===== config.mk =====
export PLATFORM = sky130hd
export DESIGN_NAME = thef_fifo
export DESIGN_NICKNAME = d
export VERILOG_FILES = /design/src/rtl/thef_fifo.sv
export SDC_FILE = /design/constraint.sdc
export NUM_CORES = 1
export LEC_CHECK = 0
export ABC_AREA = 1
export BUFFER_PORTS_ARGS = -buffer_cell sky130_fd_sc_hd__clkbuf_2
export CAP_MARGIN = 20
export CORE_MARGIN = 4
export CORE_UTILIZATION = 51
export DETAILED_ROUTE_END_ITERATION = 12
export HOLD_SLACK_MARGIN = 0.08
export PLACE_DENSITY = 0.73
export SYNTH_ARGS = -nofsm -noshare
export SYNTH_HDL_FRONTEND = slang
export SYNTH_SLANG_ARGS = --single-unit

===== constraint.sdc =====
create_clock -name clk_i -period 3.8 [get_ports clk_i]
set_input_delay 1.14 -clock clk_i [delete_from_list [all_inputs] [get_ports clk_i]]
set_output_delay 1.14 -clock clk_i [all_outputs]
set_load 0.01 [all_outputs]

===== src/rtl/thef_fifo.sv =====
// Small tile queue between the pixel front end and the divider back end.
`default_nettype none

module thef_fifo #(
  parameter int unsigned Width = 8,
  parameter int unsigned Depth = 4,
  localparam int unsigned PtrW = (Depth > 1) ? $clog2(Depth) : 1,
  localparam int unsigned CntW = $clog2(Depth + 1)
) (
  input  wire logic             clk_i,
  input  wire logic             rst_ni,
  input  wire logic             push_i,
  input  wire logic [Width-1:0] data_i,
  output logic                  full_o,
  input  wire logic             pop_i,
  output logic                  empty_o,
  output logic      [Width-1:0] data_o
);

  logic [Width-1:0] slot_q [Depth];
  logic [PtrW-1:0]  wr_ptr_q, wr_ptr_d;
  logic [PtrW-1:0]  rd_ptr_q, rd_ptr_d;
  logic [CntW-1:0]  cnt_q, cnt_d;

  assign full_o  = (cnt_q == CntW'(Depth));
  assign empty_o = (cnt_q == '0);
  assign data_o  = slot_q[rd_ptr_q];

  always_comb begin
    wr_ptr_d = wr_ptr_q;
    rd_ptr_d = rd_ptr_q;
    cnt_d    = cnt_q;
    if (push_i) begin
      wr_ptr_d = (wr_ptr_q == PtrW'(Depth - 1)) ? '0 : wr_ptr_q + 1'b1;
    end
    if (pop_i) begin
      rd_ptr_d = (rd_ptr_q == PtrW'(Depth - 1)) ? '0 : rd_ptr_q + 1'b1;
    end
    if (push_i && !pop_i) begin
      cnt_d = cnt_q + 1'b1;
    end else if (pop_i && !push_i) begin
      cnt_d = cnt_q - 1'b1;
    end
  end

  always_ff @(posedge clk_i or negedge rst_ni) begin
    if (!rst_ni) begin
      wr_ptr_q <= '0;
      rd_ptr_q <= '0;
      cnt_q    <= '0;
    end else begin
      wr_ptr_q <= wr_ptr_d;
      rd_ptr_q <= rd_ptr_d;
      cnt_q    <= cnt_d;
    end
  end

  always_ff @(posedge clk_i) begin
    if (push_i) begin
      slot_q[wr_ptr_q] <= data_i;
    end
  end

  assert property (@(posedge clk_i) disable iff (!rst_ni) full_o |-> !push_i)
    else $error("tile queue overflow");
  assert property (@(posedge clk_i) disable iff (!rst_ni) empty_o |-> !pop_i)
    else $error("tile queue underflow");

endmodule

`default_nettype wire


==> Word-level counts from Yosys, hierarchy flattened <==
Memories as Yosys holds them, arrays and structs flattened.
Index checks and enable logic that the tools add are counted.
W data, S select, Z words.
{ "totals": {"mem_count": 1, "regBits": 7, "output_inout_bits": 10, "ramBits": 32, "in_bits": 12} }
{ "mem_list": {"columns": ["name", "depth", "width", "rd", "rd_clocked_by_memory_dff", "wr", "line_no", "source"], "rows": [
  ["slot_q", 4, 8, 1, 0, 1, "20", "logic [Width-1:0] slot_q [Depth];"]
]} }
{ "op_classes": {"muxes": 6, "n_reduce_logical": 6, "n_addsub": 4, "n_eq_ne": 3} }
{ "ops": {"columns": ["cell", "count"], "rows": [
  ["$mux W3", 2],
  ["$add A2 B1 Y2 const B", 2],
  ["$eq A2 B2 Y1 const B", 2],
  ["$mux W2", 2],
  ["$add A3 B1 Y3 const B", 1],
  ["$eq A3 B3 Y1 const B", 1],
  ["$logic_not A3 Y1", 1],
  ["$sub A3 B1 Y3 const B", 1],
  ["$logic_and A1 B1 Y1", 2],
  ["$logic_not A1 Y1", 2],
  ["$mux W1", 2],
  ["$reduce_bool A2 Y1", 1]
]} }

==> Depth between registers and ports, before layout <==
{ "depth": {"depth_word": 4, "depth_mapped": 9, "ltp_nobuf": 9} }

==> Worst setup path before layout <==
Ideal clock, no wire load.
{ "synth_timing": {"path_kind": "input-to-reg", "from": "input port pop_i", "to": "register cnt_q[2]", "arrival_time_ns": 2.003, "setup_ns": 0.117, "path_slack_ns": 1.680, "n_path_buf": 0, "path_stages": 8, "path_cell_list": "inv_1 -> ha_1 -> inv_1 -> fa_1 -> nand2_1 -> nand3_1 -> nand2_1 -> nand2_1"} }
{ "synth_via": {"elab_chain_len": 3} }
{ "synth_lines": {"columns": ["item", "line_no", "source"], "rows": [
  ["from (decl)", "15", "input wire logic pop_i,"],
  ["$logic_not A1 Y1", "39", "if (push_i && !pop_i) begin"],
  ["$logic_and A1 B1 Y1", "39", null],
  ["$mux W3 or $reduce_bool A2 Y1 (tied branches)", null, null],
  ["to (signal assigned)", "54", "cnt_q <= cnt_d;"],
  ["to (decl)", "23", "logic [CntW-1:0] cnt_q, cnt_d;"]
]} }
Several ways; a longest one is shown, not always the timed one.
A chain may end at the register's enable or synchronous reset.

==> Final worst setup path <==
{ "layout_timing": {"from": "register rd_ptr_q[0]", "to": "output port data_o[5]"} }
{ "layout_via": {"elab_chain_len": 1} }
{ "layout_lines": {"columns": ["item", "line_no", "source"], "rows": [
  ["from (decl)", "22", "logic [PtrW-1:0] rd_ptr_q, rd_ptr_d;"],
  ["from (signal assigned)", "53", "rd_ptr_q <= rd_ptr_d;"],
  ["$mem_v2 Z4 W8", null, null],
  ["to (decl)", "17", "output logic [Width-1:0] data_o"]
]} }
No other way between the ends.

==> run metrics <==
port bufs=21; Worst setup EP type=output pin; reg2reg path depth=4; Worst-Skew Late Latency=340 ps; Clock transition at path regs=about 110 ps; Worst Clk Skew=3.637 ps; global-route wire length before repair=~4700 µm; maxcap violations=0; register bit total from synthesis=39; Resize count post-CTS=0; most used cell, CP=nand2_1; Data required, critical path=around 2700 ps; ANT nets after route=0; top-count cell post-synth=nand2_1; fin crit period=approximately 2700 ps; Crit Path Category=reg -> out; DP Worst Slack=between 1000 and 1500 ps; FMAX=369.6 MHz; fin area=around 0.0019 mm²; Starting DRT DRC Count=60; top area cells in the synthesized netlist=edfxtp_1 (56%), dfrtp_1 (10%), nand2_1 (8.6%); Initial Util=0.5452; CP peak stage delay=420 ps; die area=~0.0043 mm²; FP Rows=20; GRT overflow=0; vias in the first global route=1021; global-route usage over all layers=0.1517; # Post-CTS Setup Buffers=0; Synth-to-Final Area Change=10.20%; Pre-Repair DR Iteration Count=4; WHS Path Cells=2; Post-Syn Instances=144; Post-synth EDFFs=32; Die Height=65.83 µm; antenna cells=0; area leader, netlist=edfxtp_1; total negative slack=0 ps; layout net count=187; Synth top cells by count=nand2_1 (39), edfxtp_1 (32), inv_1 (27); vias per std cell=4.887; Netlist Area Pre-Place=0.001705 mm²; crit-path max FO=33; HPWL Detailed=1938 µm; cell area after placement=about 0.0018 mm²; Pwr Total=1.262 mW; antenna violations before repair=0; final hold violation count=0; Yosys warnings=0; Post-Syn Nets=163; DR vias=1041; Main synth FF type=edfxtp_1; sequential-to-total area share from yosys stat=0.6662; Max rail drop VDD=0.0003018 V; RSZ-0062 raised after global routing=false; WP data arrival=1570 ps; fill cell count=between 200 and 300; DRC=0; crit path launch type=register; post-synth top area share=0.5635; layout cells sized above 1=0.1834; CTS tree=built; Slew Limit Fails=0; IO Count=22; WP buf/inv=2; floorplan core area=0.003128 mm²; mean routed wirelength per cell=13.23 µm; Pleak=roughly 0.85 nW; CP cell instances=inv_2 > nand2_1 > o211ai_1 > nand2_1 > clkbuf_2; CTS Buf Count=5; syn_area_per_cell=11.84 µm²; # H-tree levels=2; Hold Buf Count CTS=0; relative slew slack=0.6725; drt total wl=between 2000 and 3000 µm; asr flop ratio synth=0.1795; Worst-Margin Slew=490.5 ps; worst min path class=reg -> reg; clk buf depth=2; status=complete, no violations; Placer Congestion=between 0.7 and 0.8; Power Density=approximately 670 mW/mm²; Util after Layout=0.6008; die width=65.83 µm; CTS Sinks=39; Cell variety after synth=18; stages on the worst setup path=5; worst-path cell with the longest stage delay=dfrtp_1; Tcrit/Tclk final=0.7121; final setup fails=0; final worst setup slack=~1100 ps; Root Driver=clkbuf_4; Top Family by Delay on Critical Path=buffers and inverters; pin count of the biggest net entering global routing=34
==> layer usage <==
layer / part of all wire / up-vias / wire length [µm] / GRT usage
met5: 0 / - / 0 / 0
met4: 0.014 / 0 / 40 / 0.06218
met3: 0.047 / 5 / 133 / 0.05612
met2: 0.51 / 21 / 1445 / 0.2566
met1: 0.42 / 483 / 1196 / 0.1720
li1: - / 532 / - / -
==> flip-flops by register name, summed over array words and instances, names as in the netlist <==
signal,cells
wr_ptr_q,2
rd_ptr_q,2
cnt_q,3
slot_q,32
==> cell usage in the layout, fill, tap and decap left out, drive strengths merged <==
cell type	n
a21oi	1
clkbuf	26
clkinv	1
clkinvlp	2
dfrtp	7
edfxtp	32
fa	1
ha	6
inv	29
nand2	39
nand3	1
nand4	1
nor3	2
o211ai	16
o21ai	4
xnor2	1
==> cell families after synthesis <==
family,count (synthesis),share of synthesized area
AOI/OAI and AO/OA,21,0.08510
xor gates and xnor gates,1,0.005137
adders and majority gates,7,0.05576
buffers and inverters,33,0.08951
DFF,39,0.6662
and+or+nand+nor,43,0.09831
==> layout make-up <==
type                       instances  area, µm²  share of cell area
multi-input combinational         72      416.7              0.2217
sequential                        39       1136              0.6045
tap                               44      55.05             0.02929
inverter                          29      108.9             0.05792
clock buffer                       5      37.54             0.01997
timing repair buffer              21      105.1             0.05593
clock inverter                     3      20.02             0.01065
==> through the flow <==
step           hold slack [ps]  std cells
2_1_floorplan            463.6        144
3_3_place_gp             477.6        205
3_5_place_dp             510.3        205
4_1_cts                  535.0        213
5_1_grt                  565.2        213
6_report                 532.3        213
==> worst reg2reg max path, stage by stage (launching register included) <==
cell     delay (ps)
dfrtp_1         450
inv_1           100
ha_1            140
nand2_1          50
inv_1           310
==> path summary, 6_finish.rpt <==
kind                            slack [ps]        start      endpoint
worst max-delay path                  1090  rd_ptr_q[0]     data_o[5]
worst min-delay path                   530     cnt_q[2]      cnt_q[2]
worst max register to register        2420  wr_ptr_q[0]  slot_q[0][7]
worst min register to register         530     cnt_q[2]      cnt_q[2]
max in group asynchronous             3020       rst_ni   wr_ptr_q[1]
min in group asynchronous              620       rst_ni      cnt_q[0]
==> report_power, final <==
| group | internal (mW) | switching, mW | total [mW] |
|---|---|---|---|
| clock network | 0.0706 | 0.133 | 0.204 |
| logic | 0.154 | 0.271 | 0.425 |
| registers | 0.567 | 0.0665 | 0.633 |
| total | 0.792 | 0.470 | 1.26 |
Note: power is estimated with default switching activity, not from simulation.
