File: src/rtl/thef_pkg.sv
// Shared constants and types for the tiled Haar edge feature unit.
`default_nettype none

package thef_pkg;

  localparam int unsigned DefMaxImageWidth  = 512;
  localparam int unsigned DefMaxImageHeight = 512;
  localparam int unsigned DefMaxTileColumns = 256;
  localparam int unsigned DefFeatureBits    = 16;

  localparam int unsigned PixelW   = 8;
  localparam int unsigned WinMax   = 64;
  localparam int unsigned WinW     = 7;
  localparam int unsigned CwW      = 6;
  localparam int unsigned ImgRegW  = 10;
  localparam int unsigned CfgIdxW  = 2;
  localparam int unsigned CfgDataW = 10;

  // Reset values of the configuration registers.
  localparam int unsigned RstImageWidth   = 64;
  localparam int unsigned RstImageHeight  = 64;
  localparam int unsigned RstWindowWidth  = 8;
  localparam int unsigned RstWindowHeight = 8;

  // One tile row segment: at most 64 pixels of +-255.
  localparam int unsigned SegW = 16;
  // Whole tile: at most 64*64 pixels of +-255.
  localparam int unsigned SumW = 22;
  // Pixel count of a tile (up to 4096) and count * 255.
  localparam int unsigned NW   = 13;
  localparam int unsigned DW   = 20;

  localparam int unsigned FifoDepth = 4;

  typedef enum logic [CfgIdxW-1:0] {
    CfgImageWidth   = 2'd0,
    CfgImageHeight  = 2'd1,
    CfgWindowWidth  = 2'd2,
    CfgWindowHeight = 2'd3
  } cfg_reg_e;

  typedef enum logic {
    BkIdle,
    BkDiv
  } back_state_e;

  typedef struct packed {
    logic [WinW-1:0] ww;
    logic [WinW-1:0] wh;
  } win_cfg_t;

endpackage

`default_nettype wire

File: src/rtl/thef_back.sv
// Divider back end: normalizes a finished tile sum to a clamped Q0.N feature.
`default_nettype none

module thef_back #(
  parameter int unsigned FEATURE_BITS = thef_pkg::DefFeatureBits,
  parameter int unsigned RowW         = 9,
  parameter int unsigned ColW         = 8,
  localparam int unsigned CntW        = $clog2(FEATURE_BITS + 1)
) (
  input  wire logic                        clk_i,
  input  wire logic                        rst_ni,
  input  wire thef_pkg::win_cfg_t          win_i,
  input  wire logic                        q_empty_i,
  output logic                             q_pop_o,
  input  wire logic [thef_pkg::SumW-1:0]   q_sum_i,
  input  wire logic [RowW-1:0]             q_row_i,
  input  wire logic [ColW-1:0]             q_col_i,
  input  wire logic                        q_last_i,
  output logic                             out_valid_o,
  input  wire logic                        out_stall_i,
  output logic      [FEATURE_BITS-1:0]     feature_o,
  output logic      [RowW-1:0]             tile_row_o,
  output logic      [ColW-1:0]             tile_col_o,
  output logic                             last_of_image_o
);

  localparam int unsigned WinW = thef_pkg::WinW;
  localparam int unsigned SumW = thef_pkg::SumW;
  localparam int unsigned NW   = thef_pkg::NW;
  localparam int unsigned DW   = thef_pkg::DW;

  thef_pkg::back_state_e st_q, st_d;
  logic [CntW-1:0]         cnt_q, cnt_d;
  logic                    out_valid_q, out_valid_d;

  logic [NW-1:0]           n_q;
  logic [DW-1:0]           d_q, h_q;
  logic [DW-1:0]           rem_q, rem_d;
  logic [FEATURE_BITS-1:0] quo_q, quo_d;
  logic [RowW-1:0]         row_q, row_d;
  logic [ColW-1:0]         col_q, col_d;
  logic                    last_q, last_d;
  logic [FEATURE_BITS-1:0] feat_q, feat_d;
  logic [RowW-1:0]         orow_q, orow_d;
  logic [ColW-1:0]         ocol_q, ocol_d;
  logic                    olast_q, olast_d;

  logic [2*WinW-1:0]       n_prod;
  logic [NW+7:0]           d_full;
  logic [DW-1:0]           h_full;
  logic [NW-2:0]           n_half;
  logic [SumW:0]           num;
  logic                    num_pos, num_ge_d;
  logic [DW:0]             rem_x2;
  logic                    bit_ge;
  logic [DW:0]             rem_sub;
  logic [DW-1:0]           rem_nx;
  logic [FEATURE_BITS-1:0] quo_nx;
  logic                    slot_free;

  function automatic logic [2*WinW-1:0] ww_h_mul(input thef_pkg::win_cfg_t w);
    ww_h_mul = w.ww * w.wh;
  endfunction

  // Per-window constants are registered: n_q from the window size, then d_q and h_q from n_q.
  assign n_prod = ww_h_mul(win_i);
  assign d_full = {n_q, 8'b0} - (NW + 8)'(n_q);
  assign n_half = n_q[NW-1:1];
  assign h_full = {n_half, 8'b0} - DW'(n_half);

  always_ff @(posedge clk_i) begin
    n_q <= n_prod[NW-1:0];
    d_q <= d_full[DW-1:0];
    h_q <= h_full;
  end

  assign num      = {q_sum_i[SumW-1], q_sum_i} + {{(SumW + 1 - DW){1'b0}}, h_q};
  assign num_pos  = !num[SumW] && (num != '0);
  assign num_ge_d = num_pos && (num[SumW-1:0] >= SumW'(d_q));

  // One restoring step per cycle (last waits for output room); remainder always < divisor.
  assign rem_x2  = {rem_q, 1'b0};
  assign bit_ge  = rem_x2 >= {1'b0, d_q};
  assign rem_sub = rem_x2 - {1'b0, d_q};
  assign rem_nx  = bit_ge ? rem_sub[DW-1:0] : rem_x2[DW-1:0];
  assign quo_nx  = {quo_q[FEATURE_BITS-2:0], bit_ge};

  assign slot_free = !out_valid_q || !out_stall_i;

  always_comb begin
    st_d        = st_q;
    cnt_d       = cnt_q;
    rem_d       = rem_q;
    quo_d       = quo_q;
    row_d       = row_q;
    col_d       = col_q;
    last_d      = last_q;
    feat_d      = feat_q;
    orow_d      = orow_q;
    ocol_d      = ocol_q;
    olast_d     = olast_q;
    q_pop_o     = 1'b0;
    out_valid_d = out_valid_q && out_stall_i;
    case (st_q)
      thef_pkg::BkIdle: begin
        if (!q_empty_i && slot_free) begin
          q_pop_o = 1'b1;
          if (num_pos && !num_ge_d) begin
            st_d   = thef_pkg::BkDiv;
            cnt_d  = CntW'(FEATURE_BITS);
            rem_d  = num[DW-1:0];
            quo_d  = '0;
            row_d  = q_row_i;
            col_d  = q_col_i;
            last_d = q_last_i;
          end else begin
            // Nonpositive numerator floors to zero, one or more saturates.
            out_valid_d = 1'b1;
            feat_d      = num_ge_d ? '1 : '0;
            orow_d      = q_row_i;
            ocol_d      = q_col_i;
            olast_d     = q_last_i;
          end
        end
      end
      thef_pkg::BkDiv: begin
        if (cnt_q != CntW'(1) || slot_free) begin
          rem_d = rem_nx;
          quo_d = quo_nx;
          cnt_d = cnt_q - 1'b1;
          if (cnt_q == CntW'(1)) begin
            st_d        = thef_pkg::BkIdle;
            out_valid_d = 1'b1;
            feat_d      = quo_nx;
            orow_d      = row_q;
            ocol_d      = col_q;
            olast_d     = last_q;
          end
        end
      end
      default: begin
        st_d = thef_pkg::BkIdle;
      end
    endcase
  end

  always_ff @(posedge clk_i or negedge rst_ni) begin
    if (!rst_ni) begin
      st_q        <= thef_pkg::BkIdle;
      cnt_q       <= '0;
      out_valid_q <= 1'b0;
    end else begin
      st_q        <= st_d;
      cnt_q       <= cnt_d;
      out_valid_q <= out_valid_d;
    end
  end

  always_ff @(posedge clk_i) begin
    rem_q   <= rem_d;
    quo_q   <= quo_d;
    row_q   <= row_d;
    col_q   <= col_d;
    last_q  <= last_d;
    feat_q  <= feat_d;
    orow_q  <= orow_d;
    ocol_q  <= ocol_d;
    olast_q <= olast_d;
  end

  assign out_valid_o     = out_valid_q;
  assign feature_o       = feat_q;
  assign tile_row_o      = orow_q;
  assign tile_col_o      = ocol_q;
  assign last_of_image_o = olast_q;

  assert property (@(posedge clk_i) disable iff (!rst_ni)
      (st_q == thef_pkg::BkDiv) |-> (cnt_q != '0))
    else $error("divider running with no steps left");
  assert property (@(posedge clk_i) disable iff (!rst_ni)
      (st_q == thef_pkg::BkDiv) |-> (rem_q < d_q))
    else $error("divider remainder not below divisor");

endmodule

`default_nettype wire

File: config.mk
export PLATFORM = sky130hd
export DESIGN_NAME = thef_back
export DESIGN_NICKNAME = d
export VERILOG_FILES = /design/src/rtl/thef_pkg.sv /design/src/rtl/thef_back.sv
export SDC_FILE = /design/constraint.sdc
export NUM_CORES = 1
export LEC_CHECK = 0
export ABC_AREA = 1
export BUFFER_PORTS_ARGS = -buffer_cell sky130_fd_sc_hd__buf_2
export CAP_MARGIN = 25
export CELL_PAD_IN_SITES_DETAIL_PLACEMENT = 1
export CELL_PAD_IN_SITES_GLOBAL_PLACEMENT = 2
export CORE_ASPECT_RATIO = 0.7
export CORE_UTILIZATION = 39
export CTS_CLUSTER_DIAMETER = 150
export DETAILED_ROUTE_END_ITERATION = 10
export PLACE_DENSITY = 0.94
export SYNTH_ARGS = -nofsm -noshare
export SYNTH_HDL_FRONTEND = slang
export SYNTH_SLANG_ARGS = --single-unit
File: constraint.sdc
create_clock -name clk_i -period 12.35 [get_ports clk_i]
set_clock_uncertainty 0.05 [all_clocks]
set_input_delay 1.8525 -clock clk_i [delete_from_list [all_inputs] [get_ports clk_i]]
set_output_delay 1.8525 -clock clk_i [all_outputs]
set_load 0.02 [all_outputs]
# --- Yosys cells after proc, flatten, opt, wreduce, memory -nomap -nowiden ---
# Index checks and enable logic that the tools add are counted.
word_totals:
  regBits: 147
  input_bits: 58
  output_inout_bits: 36
  wordCells: 93
classes:
  add_sub_neg: 5
  mul: 1
  magnitude_cmp: 2
  eq_ne: 7
  muxes: 46
  n_bitwise: 1
  reduce_logical: 16
op_table:
  columns: ["op", "n"]
  rows:
  - ["16-bit 2-to-1 mux", 5]
  - ["20-bit 2-to-1 mux", 4]
  - ["15-bit 2-to-1 mux", 3]
  - ["20-bit one-hot mux with 2 select lines", 1]
  - ["9-bit 2-to-1 mux", 4]
  - ["8-bit 2-to-1 mux", 4]
  - ["16-bit one-hot mux with 2 select lines", 1]
  - ["15-bit one-hot mux with 2 select lines", 1]
  - ["22-bit by 21-bit adder with 23-bit output", 1]
  - ["23-bit nonzero test", 1]
  - ["22-bit by 20-bit >= comparator with 1-bit output", 1]
  - ["21-bit by 20-bit >= comparator with 1-bit output", 1]
  - ["20-bit by 12-bit subtractor with 20-bit output", 1]
  - ["20-bit by 13-bit subtractor with 20-bit output", 1]
  - ["20-bit subtractor", 1]
  - ["9-bit one-hot mux with 2 select lines", 1]
  - ["8-bit one-hot mux with 2 select lines", 1]
  - ["5-bit 2-to-1 mux", 3]
  - ["1-bit 2-to-1 mux", 14]
  - ["7-bit by 7-bit multiplier with 13-bit output", 1]
  - ["5-bit one-hot mux with 2 select lines", 1]
  - ["2-bit != test (second input constant)", 3]
  - ["1-bit one-hot mux with 2 select lines", 3]
  - ["3-bit AND reduction", 2]
  - ["9 further kinds", 19]

# --- Depth between registers and ports, before layout ---
# Gate-level depths: netlist of the first run.
depth:
  ltp_word: 9
  mapped_depth: 29
  mapped_depth_nobuf: 29

# --- Least setup slack after synthesis of the first run ---
# Ideal clock, no wire load.
synth_path:
  kind: "input to register"
  start: "in q_sum_i[0] (netlist name)"
  end: "reg feat_q[0], in the netlist feature_o[0] (enable)"
  setup_ps: 437
  t_arrival_ps: 5828
  required_time_ps: 11863
  slack_ps: 6035
  cell_stages: 21
  n_path_buf: 0
  path_cell_list: "ha_1 fa_1 nand3_1 nand3_2 nand2_1 nand2_1 xnor2_1 inv_1 ha_1 nand2_1 nor4_1 nand2_1 nand2_1 nand2_1 nand2_1 nand2_1 nand3_1 nor2_1 nand3_2 nand2_4 a21oi_1"
synth_via:
  elab_chain_len: 8
  elab_cells_between_ends: 10
  classes_between: "1 x add/sub; 1 x order compare; 1 x eq/ne; 7 x reduce/logical"
synth_rtl:
  columns: ["item", "line", "source"]
  rows:
  - ["from (decl)", "thef_back.sv:15", "input wire logic [thef_pkg::SumW-1:0] q_sum_i,"]
  - ["22-bit by 21-bit adder with 23-bit output (*)", "thef_back.sv:77", "assign num = {q_sum_i[SumW-1], q_sum_i} + {{(SumW + 1 - DW){1'b0}}, h_q};"]
  - ["parallel branches: the longest is 4 deep, another holds 22-bit by 20-bit >= comparator with 1-bit output", null, null]
  - ["1-bit logical AND (*)", "thef_back.sv:108", "if (num_pos && !num_ge_d) begin"]
  - ["2-bit != test (no source line) (*)", null, null]
  - ["4-bit AND reduction (no source line) (*)", null, null]
  - ["to (signal assigned)", "thef_back.sv:165", "feat_q <= feat_d;"]
  - ["to (decl)", "thef_back.sv:43", "logic [FEATURE_BITS-1:0] feat_q, feat_d;"]
# Mark *: on every way between the ends.
# A chain may end at the register's enable or synchronous reset.

# --- Worst setup path in the final report of the first run ---
layout_path:
  start: "in q_sum_i[10] (netlist name)"
  end: "reg rem_q[1] (enable)"
layout_via:
  elab_chain_len: 8
  elab_cells_between_ends: 10
  classes_between: "1 x add/sub; 1 x order compare; 1 x eq/ne; 7 x reduce/logical"
layout_rtl:
  columns: ["item", "line", "source"]
  rows:
  - ["22-bit by 21-bit adder with 23-bit output (*)", "thef_back.sv:77", null]
  - ["parallel branches: the longest is 4 deep, another holds 22-bit by 20-bit >= comparator with 1-bit output", null, null]
  - ["1-bit logical AND (*)", "thef_back.sv:108", null]
  - ["2-bit != test (no source line) (*)", null, null]
  - ["3-bit AND reduction (no source line) (*)", null, null]
  - ["to (signal assigned)", "thef_back.sv:160", "rem_q <= rem_d;"]
  - ["to (decl)", "thef_back.sv:38", "logic [DW-1:0] rem_q, rem_d;"]
# Marks and branches as above.

==> impl_results.md, run 1 <==
* Crit-path cells: buf_2 > ha_1 > nand2_1 > nor2_1 > inv_2 > nor2_2 > nand3_1 > nand3_1 > nand2_1 > nand2_1 > ha_1 > a21oi_1 > o21ai_0 > a31oi_1 > nand3_1 > nor2_1 > nand3_2 > nand2_4 > nand2_4 > inv_1 > buf_4
* Max_cap viols at 0
* Yosys reg bits at 147
* DR WL met3 at 1.68 mm
* Layout area overhead at 14.3%
* Ys async rst share at 0.0476
* Hold Crit Start: n_q[0]$_DFF_P_
* Synthesized area at 10,400 um2
* Reg-to-reg slack, setup at 7780 ps
* Die Y at 138 um
* Hold path depth at 0
* Post-Layout Cell Count at 1,784
* Seq/Total Area, Yosys at 0.371
* Via density per instance at 4.99
* Final Hold Fails at 0
* M1 wire length at 14.4 mm
* Max Freq at 174 MHz
* Status: finished, final reports clean
* Die area at 27,300 um2
* Clock Latency Late Sink at 430 ps
* Adder-Cell Fraction of Synth Area at 0.168
* DRT iter0 DRCs at 438
* Dpl cells at 1,751
* Pre-antenna DRT Iters at 5
* Mux contribution to synthesized area at 0
* Routability Congestion at 0.957
* Final period utilization at 0.465
* Std cell rows at 49
* Largest stage delay, worst path at 430 ps
* Warnings, synthesis at 0
* Htree depth at 4
* IO buf count at 93
* VDD IR-drop max at 0.142 mV
* Final WS setup at 6610 ps
* Die extent in x at 197 um
* Library cells used by synthesis at 41
* Crit-path max FO at 27
* Crit path buf inv count at 4
* Top delay family on crit path: simple AND/OR/NAND/NOR gates
* Power per cell area at 316 nW/um2
* Pwr Total at 3750 uW
* Nets at 1,596
* Setup crit start kind: input pin
* DP HPWL at 24.4 mm
* Hold Crit Endpoint: d_q[0]$_DFF_P_
* Initial Util at 0.401
* Area of the multi-input gates at 5610 um2
* EDFF count, synth at 87
* Xor and xnor area share after synthesis at 0.0582
* Final setup vio count at 0
* Critical Path AT at 5780 ps
* Vias in the first global route at 9,394
* Cts repair resizes at 0
* CORE AREA at 25,900 um2
* CTS tree: done
* Worst min-delay path class: reg -> reg
* Cts hold-fix bufs at 0
* Post-CTS Setup Inserts at 0
* Synth Area in Simple Gates at 0.235
* Reg2reg path depth at 20
* Antenna cell count at 0
* Min Tclk post-route at 5740 ps
* Layout cell share with drive strength beyond 1 at 0.111
* Root Buffer: clkbuf_16
* Post-synthesis compound-gate area fraction at 0.0788
* Reg2reg end: rem_q[1]$_DFFE_PP_
* Post-Syn Instances at 1,313
* Slew @ Worst Pin at 773 ps
* Worst Path Required at 12,390 ps
* Setup WS pre-CTS at 6250 ps
* Cts bufs inserted at 17
* GR Overflow Total at 0
* Uppermost routed layer: met4
* Leak at 0.00614 uW
* First-pass GRT wire length at 49.4 mm
* RSZ-0062 raised after global routing: no
* Io pins at 94
* GRT Overall Usage at 0.232
* CTS clk-pin slew, worst paths at 70 ps
* Max clock buf depth at 2
* Normalized max-slew margin at 0.477
* Antenna violations before repair at 2
* WL met2 at 13.6 mm
* Slew Limit Fails at 0
* Post-DRT Antenna Nets at 0
* Syn nets at 1,495
* DRT Wirelength at 30.1 mm
* Crit Path Class: in -> reg
* WL/cell at 16.9 um
* Clk sinks at 147
* Via count at 8,894
* Crit. End Element: register
* Pin count of the biggest net entering global routing at 41
* Fillers at 3,254
* DRC at 0
* Sequential Area at 3850 um2
* Commonest register cell after synthesis: edfxtp_1
* Post-route setup TNS at 0 ps
* Syn_area_per_cell at 7.90 um2
* Largest family of logic cells by synthesized area: simple AND/OR/NAND/NOR gates
* Critical-path top delay cell: buf_4
* Launch point of the worst reg-to-reg path: h_q[10]$_DFF_P_
-- final cells by class --
| type | count | area share |
|---|---|---|
| timing repair buffer | 99 | 0.0441 |
| clock inverter | 15 | 0.0136 |
| clock buffer | 17 | 0.0359 |
| tap | 357 | 0.0377 |
| multi-input combinational | 923 | 0.473 |
| sequential | 147 | 0.325 |
| inverter | 226 | 0.0715 |
-- logic make-up (layout without fill, tap and decap cells) --
logic type	after synthesis	count (layout)
buffers and inverters	243	357
xor gates and xnor gates	69	69
and+or+nand+nor	586	586
DFF	147	147
adders and majority gates	124	124
AOI/OAI and AO/OA	144	144
-- cells in the mapped netlist, types with 2 or more instances --
master	count	area, um2
a31oi_1	5	31.3
a21boi_0	3	22.5
nor2_1	74	278
nand3b_1	5	37.5
fa_1	25	500
o211ai_1	11	82.6
nand4_1	15	93.8
ha_1	99	1240
nor3_1	18	90.1
dfxtp_1	53	1060
xor2_1	54	473
dfrtp_1	7	175
nor4_1	7	43.8
a21o_1	6	45.0
o21bai_1	6	45.0
nor2_2	7	43.8
inv_2	3	11.3
or2_2	2	12.5
clkbuf_1	11	41.3
xnor2_1	15	131
edfxtp_1	87	2610
nand3_1	45	225
nand2_2	6	37.5
nand3_2	3	30.0
nand2_4	2	22.5
o22ai_1	3	18.8
buf_4	2	15.0
buf_2	2	10.0
o21ai_0	38	190
inv_1	222	833
a21oi_1	67	335
a22oi_1	2	15.0
nand2_1	400	1500
-- power by group --
part,switching (uW),internal [uW]
clock network,241,270
registers,138,832
logic,1520,750
total,1900,1850
-- per-layer routing --
metal,up-vias,track usage
met1,4286,0.318
met3,26,0.0559
met2,176,0.370
li1,4406,-
met4,0,0.0526
met5,-,0
-- flip-flops by register name, indices dropped and copies added, names as in the netlist, 5 cells and up --
register    count
d_q            20
h_q            20
rem_q          20
feature_o      16
quo_q          15
n_q            13
row_q           9
tile_row_o      9
col_q           8
tile_col_o      8
cnt_q           5
-- metrics by stage --
step                hold slack [ps]  utilization  instance area [um2]
global route                    432        0.459                11900
CTS                             430        0.458                11800
finish                          429        0.459                11900
floorplan                       318            -                10400
detailed placement              420        0.435                11300
global placement                399        0.435                11300
-- worst max-delay path by stage --
| stage | from | endpoint | slack [ps] | depth (start not counted) |
|---|---|---|---|---|
| global route | q_sum_i[0] | quo_q[1]$_SDFFCE_PN0P_ | 6290 | 23 |
| finish | q_sum_i[10] | rem_q[1]$_DFFE_PP_ | 6610 | 21 |
| global placement | q_sum_i[0] | quo_q[13]$_SDFFCE_PN0P_ | 6320 | 23 |
| CTS | q_sum_i[0] | rem_q[1]$_DFFE_PP_ | 6690 | 23 |
| detailed placement | q_sum_i[0] | quo_q[13]$_SDFFCE_PN0P_ | 6250 | 23 |
| floorplan | q_sum_i[0] | feature_o[0]$_DFFE_PP_ | 6040 | 21 |
-- placed cells by master, fill, tap and decap left out, types with 7 or more instances in the layout --
cell,instances
nand2_1,400
a21oi_1,66
edfxtp_1,87
ha_1,99
o21ai_0,38
nor2_1,74
fa_1,25
o211ai_1,11
xor2_1,54
nand3_1,45
buf_2,93
xnor2_1,15
nand4_1,15
inv_1,222
nor2_2,7
clkbuf_16,17
nor3_1,18
dfxtp_1,53
nor4_1,7
No activity file was read; power rests on OpenSTA's default activity.
==> run 2: changes to the inputs <==
Settings changed: ABC_AREA 1 to 0, CORE_UTILIZATION 39 to 35, PLACE_DENSITY 0.94 to 0.84.
Clock period 12.35 ns to 5.15 ns, I/O delays scaled along.
==> run 2 against run 1 <==
  * Register-to-register slack got worse by 7400 ps
  * Cell area increased by 0.99%
  * Sequential cell count unchanged
  * Non-clock buffer count increased by 55
  * Hold slack got worse by 310 ps
  * Final cell count decreased by 13%
  * Count of clock-buffer cells in the layout increased by 4
  * Synthesized cell count decreased by 21%
  * Area after synthesis decreased by 3.5%
  * Highest routed layer unchanged
==> impl_results.md, run 2 <==
* Status: finished, final reports clean
* CORE AREA at 27,900 um2 (+8.0%)
* Top delay family on crit path: simple AND/OR/NAND/NOR gates
* Io pins at 94 (unchanged)
* Std cell rows at 51 (+4.1%)
* IO buf count at 93 (unchanged)
* Die extent in x at 204 um (+3.6%)
* Count leader, synth: nand2_1
* DRT Wirelength at 29.1 mm (-3.2%)
* Yosys top cell by area: edfxtp_1
* Vias in the first global route at 8,343 (-11%)
* Crit Path Class: in -> reg
* Setup WS pre-CTS at -255 ps (-6510 ps)
* Max_cap viols at 0 (unchanged)
* GR Overflow Total at 0 (unchanged)
* Clock Latency Late Sink at 430 ps (about the same)
* Root Buffer: clkbuf_16
* WL/cell at 18.7 um (+11%)
* Final Hold Fails at 0 (unchanged)
* Routability Congestion at 0.871 (-8.9%)
* Crit. End Element: register
* Placed Instance Area at 11,400 um2 (+0.88%)
* Antenna violations before repair at 2 (unchanged)
* Post-route setup TNS at 0 ps (unchanged)
* Post-DRT Antenna Nets at 0 (unchanged)
* DP HPWL at 22.9 mm (-6.2%)
* Commonest register cell after synthesis: edfxtp_1
* Via count at 8,092 (-9.0%)
* Pin count of the biggest net entering global routing at 60 (+46%)
* CTS clk-pin slew, worst paths at 70 ps (about the same)
* DRT iter0 DRCs at 514 (+17%)
* RSZ-0062 raised after global routing: no
* Clk sinks at 147 (unchanged)
* Die Y at 143 um (+3.6%)
* Top Registers: d_q: 20 flops, h_q: 20 flops, rem_q: 20 flops
* GRT Overall Usage at 0.204 (-0.0282)
* Critical-path top delay cell: or4b_4
* Final setup vio count at 0 (unchanged)
* Min Tclk post-route at 4940 ps
* Synthesized area at 10,000 um2 (-3.5%)
* Pre-antenna DRT Iters at 5 (unchanged)
* Layout cell share with drive strength beyond 1 at 0.188 (+0.0771)
* Commonest non-fill, non-tap cell in the layout: nand2_1
* Slew Limit Fails at 0 (unchanged)
* Seq/Total Area, Yosys at 0.385 (+0.0136)
* Crit-path cells: buf_2 > ha_1 > fa_1 > a211oi_2 > o211a_1 > buf_4 > nor3_1 > o31a_1 > buf_4 > nor4_1 > o2111ai_1 > or4b_4 > and2_1 > buf_4 > a21oi_4 > buf_12
* Initial Util at 0.358 (-0.0430)
* Setup crit start kind: input pin
* Crit path buf inv count at 5 (+1)
* Cts bufs inserted at 17 (unchanged)
* Yosys reg bits at 147 (unchanged)
* Critical Path AT at 5020 ps (-760 ps)
* Max Freq at 202 MHz
* Hold_ws at 120 ps (-309 ps)
* EDFF count, synth at 87 (unchanged)
* Syn nets at 1,214 (-19%)
* Via density per instance at 5.19 (+4.2%)
* Final WS setup at 210 ps (-6400 ps)
* Htree depth at 4 (unchanged)
* DRC at 0 (unchanged)
* Post-synth top cells: 114 x nand2_1, 99 x ha_1, 98 x inv_1
* Ys async rst share at 0.0476 (unchanged)
* Synth top area share at 0.261 (+0.00926)
* Nets at 1,356 (-15%)
* Layout area overhead at 19.7%
* Normalized max-slew margin at 0.409 (-0.0680)
* First-pass GRT wire length at 45.8 mm (-7.2%)
* Warnings, synthesis at 0 (unchanged)
* Synth area leaders: edfxtp_1 26%, ha_1 12%, dfxtp_1 11%
* Post-Syn Instances at 1,032 (-21%)
* Worst Path Required at 5230 ps (-7160 ps)
* CTS tree: done
* Worst min-delay path class: in -> async
* Most frequent cells in the layout: 114 x nand2_1, 99 x inv_1, 99 x ha_1
* Max clock buf depth at 2 (unchanged)
* Crit-path max FO at 22 (-19%)
* Most used cell, CP: buf_4
* Syn_area_per_cell at 9.70 um2 (+23%)
* Largest stage delay, worst path at 610 ps (+180 ps)
* Fin area at 12,000 um2 (+0.99%)
* Library cells used by synthesis at 68 (+66%)
* Antenna cell count at 0 (unchanged)
* Die area at 29,300 um2 (+7.4%)
* Final period utilization at 0.959
* Slew @ Worst Pin at 885 ps (+112 ps)
## run 2: changes by cell type in the layout (fill, tap and decap cells not counted), moves of 28 or more
cell / change
buf_4: +51
inv_1: -123
nand2_1: -286
nand3_1: -28
xnor2_1: +41
xor2_1: -34
## run 2: per-layer routing
layer / vias to the layer above / share of wire / GRT usage
li1: 3936 / - / -
met1: 3987 / 0.51 / 0.299
met2: 141 / 0.44 / 0.313
met3: 28 / 0.043 / 0.0299
met4: 0 / 0.013 / 0.0487
met5: - / 0 / 0
## run 2: layout make-up
type	count	area, um2
multi-input cells	756	5700
clock buffers	21	505
clock inverters	11	110
inverters	98	368
well taps	371	464
fillers	3174	16000
flip-flops and latches	147	3850
repair buffers	154	986
## run 2: through the flow
step | util | cells
after detailed placement | 0.406 | 1526
after global placement | 0.406 | 1526
after global routing | 0.429 | 1558
final | 0.429 | 1558
after CTS | 0.428 | 1558
after floorplan | - | 1032
## run 2: repair_timing
action | CTS | global route
hold endpoints to repair | 0 | 0
hold buffers | 0 | 0
setup buffers | 0 | 0
gates resized for setup | 0 | 2
endpoints found under the setup margin | 0 | 69
## run 2: path summary, 6_finish.rpt
path / start / slack (ps) / depth (start not counted) / endpoint
setup / recovery: q_sum_i[0] / 210 / 16 / feature_o[2]$_DFFE_PP_
hold / removal: rst_ni / 120 / 1 / cnt_q[0]$_DFFE_PN0P_
setup reg to reg: h_q[0]$_DFF_P_ / 390 / 15 / feature_o[2]$_DFFE_PP_
hold reg to reg: n_q[1]$_DFF_P_ / 470 / 0 / h_q[0]$_DFF_P_
max in group asynchronous: rst_ni / 4750 / 1 / st_q$_DFF_PN0_
min in group clk_i: n_q[1]$_DFF_P_ / 470 / 0 / h_q[0]$_DFF_P_
## run 2: logic make-up (layout without fill, tap and decap cells)
group                    after synthesis  after routing  synth area share
AND/OR/NAND/NOR                      302            302             0.149
AO/OA/AOI/OAI                        218            218             0.138
flip-flops                           147            147             0.385
buffers and inverters                129            284            0.0500
adder cells (fa/ha/maj)              124            124             0.174
XOR/XNOR                              76             76            0.0665
multiplexers                          36             36            0.0383
## run 2: worst register-to-register path: stages, from the launching register on
cell and delay, ps:
dfxtp_1 300, ha_1 200, fa_1 440, a211oi_2 290, o211a_1 230, buf_4 130
nor3_1 40, o31a_1 310, buf_4 170, nor4_1 600, o2111ai_1 270, or4b_4 610
and2_1 210, buf_4 160, a21oi_4 220, buf_12 220
Power of run 2 is not shown: default switching activity piles up to over one toggle a cycle in this logic, so the estimate is an artifact.
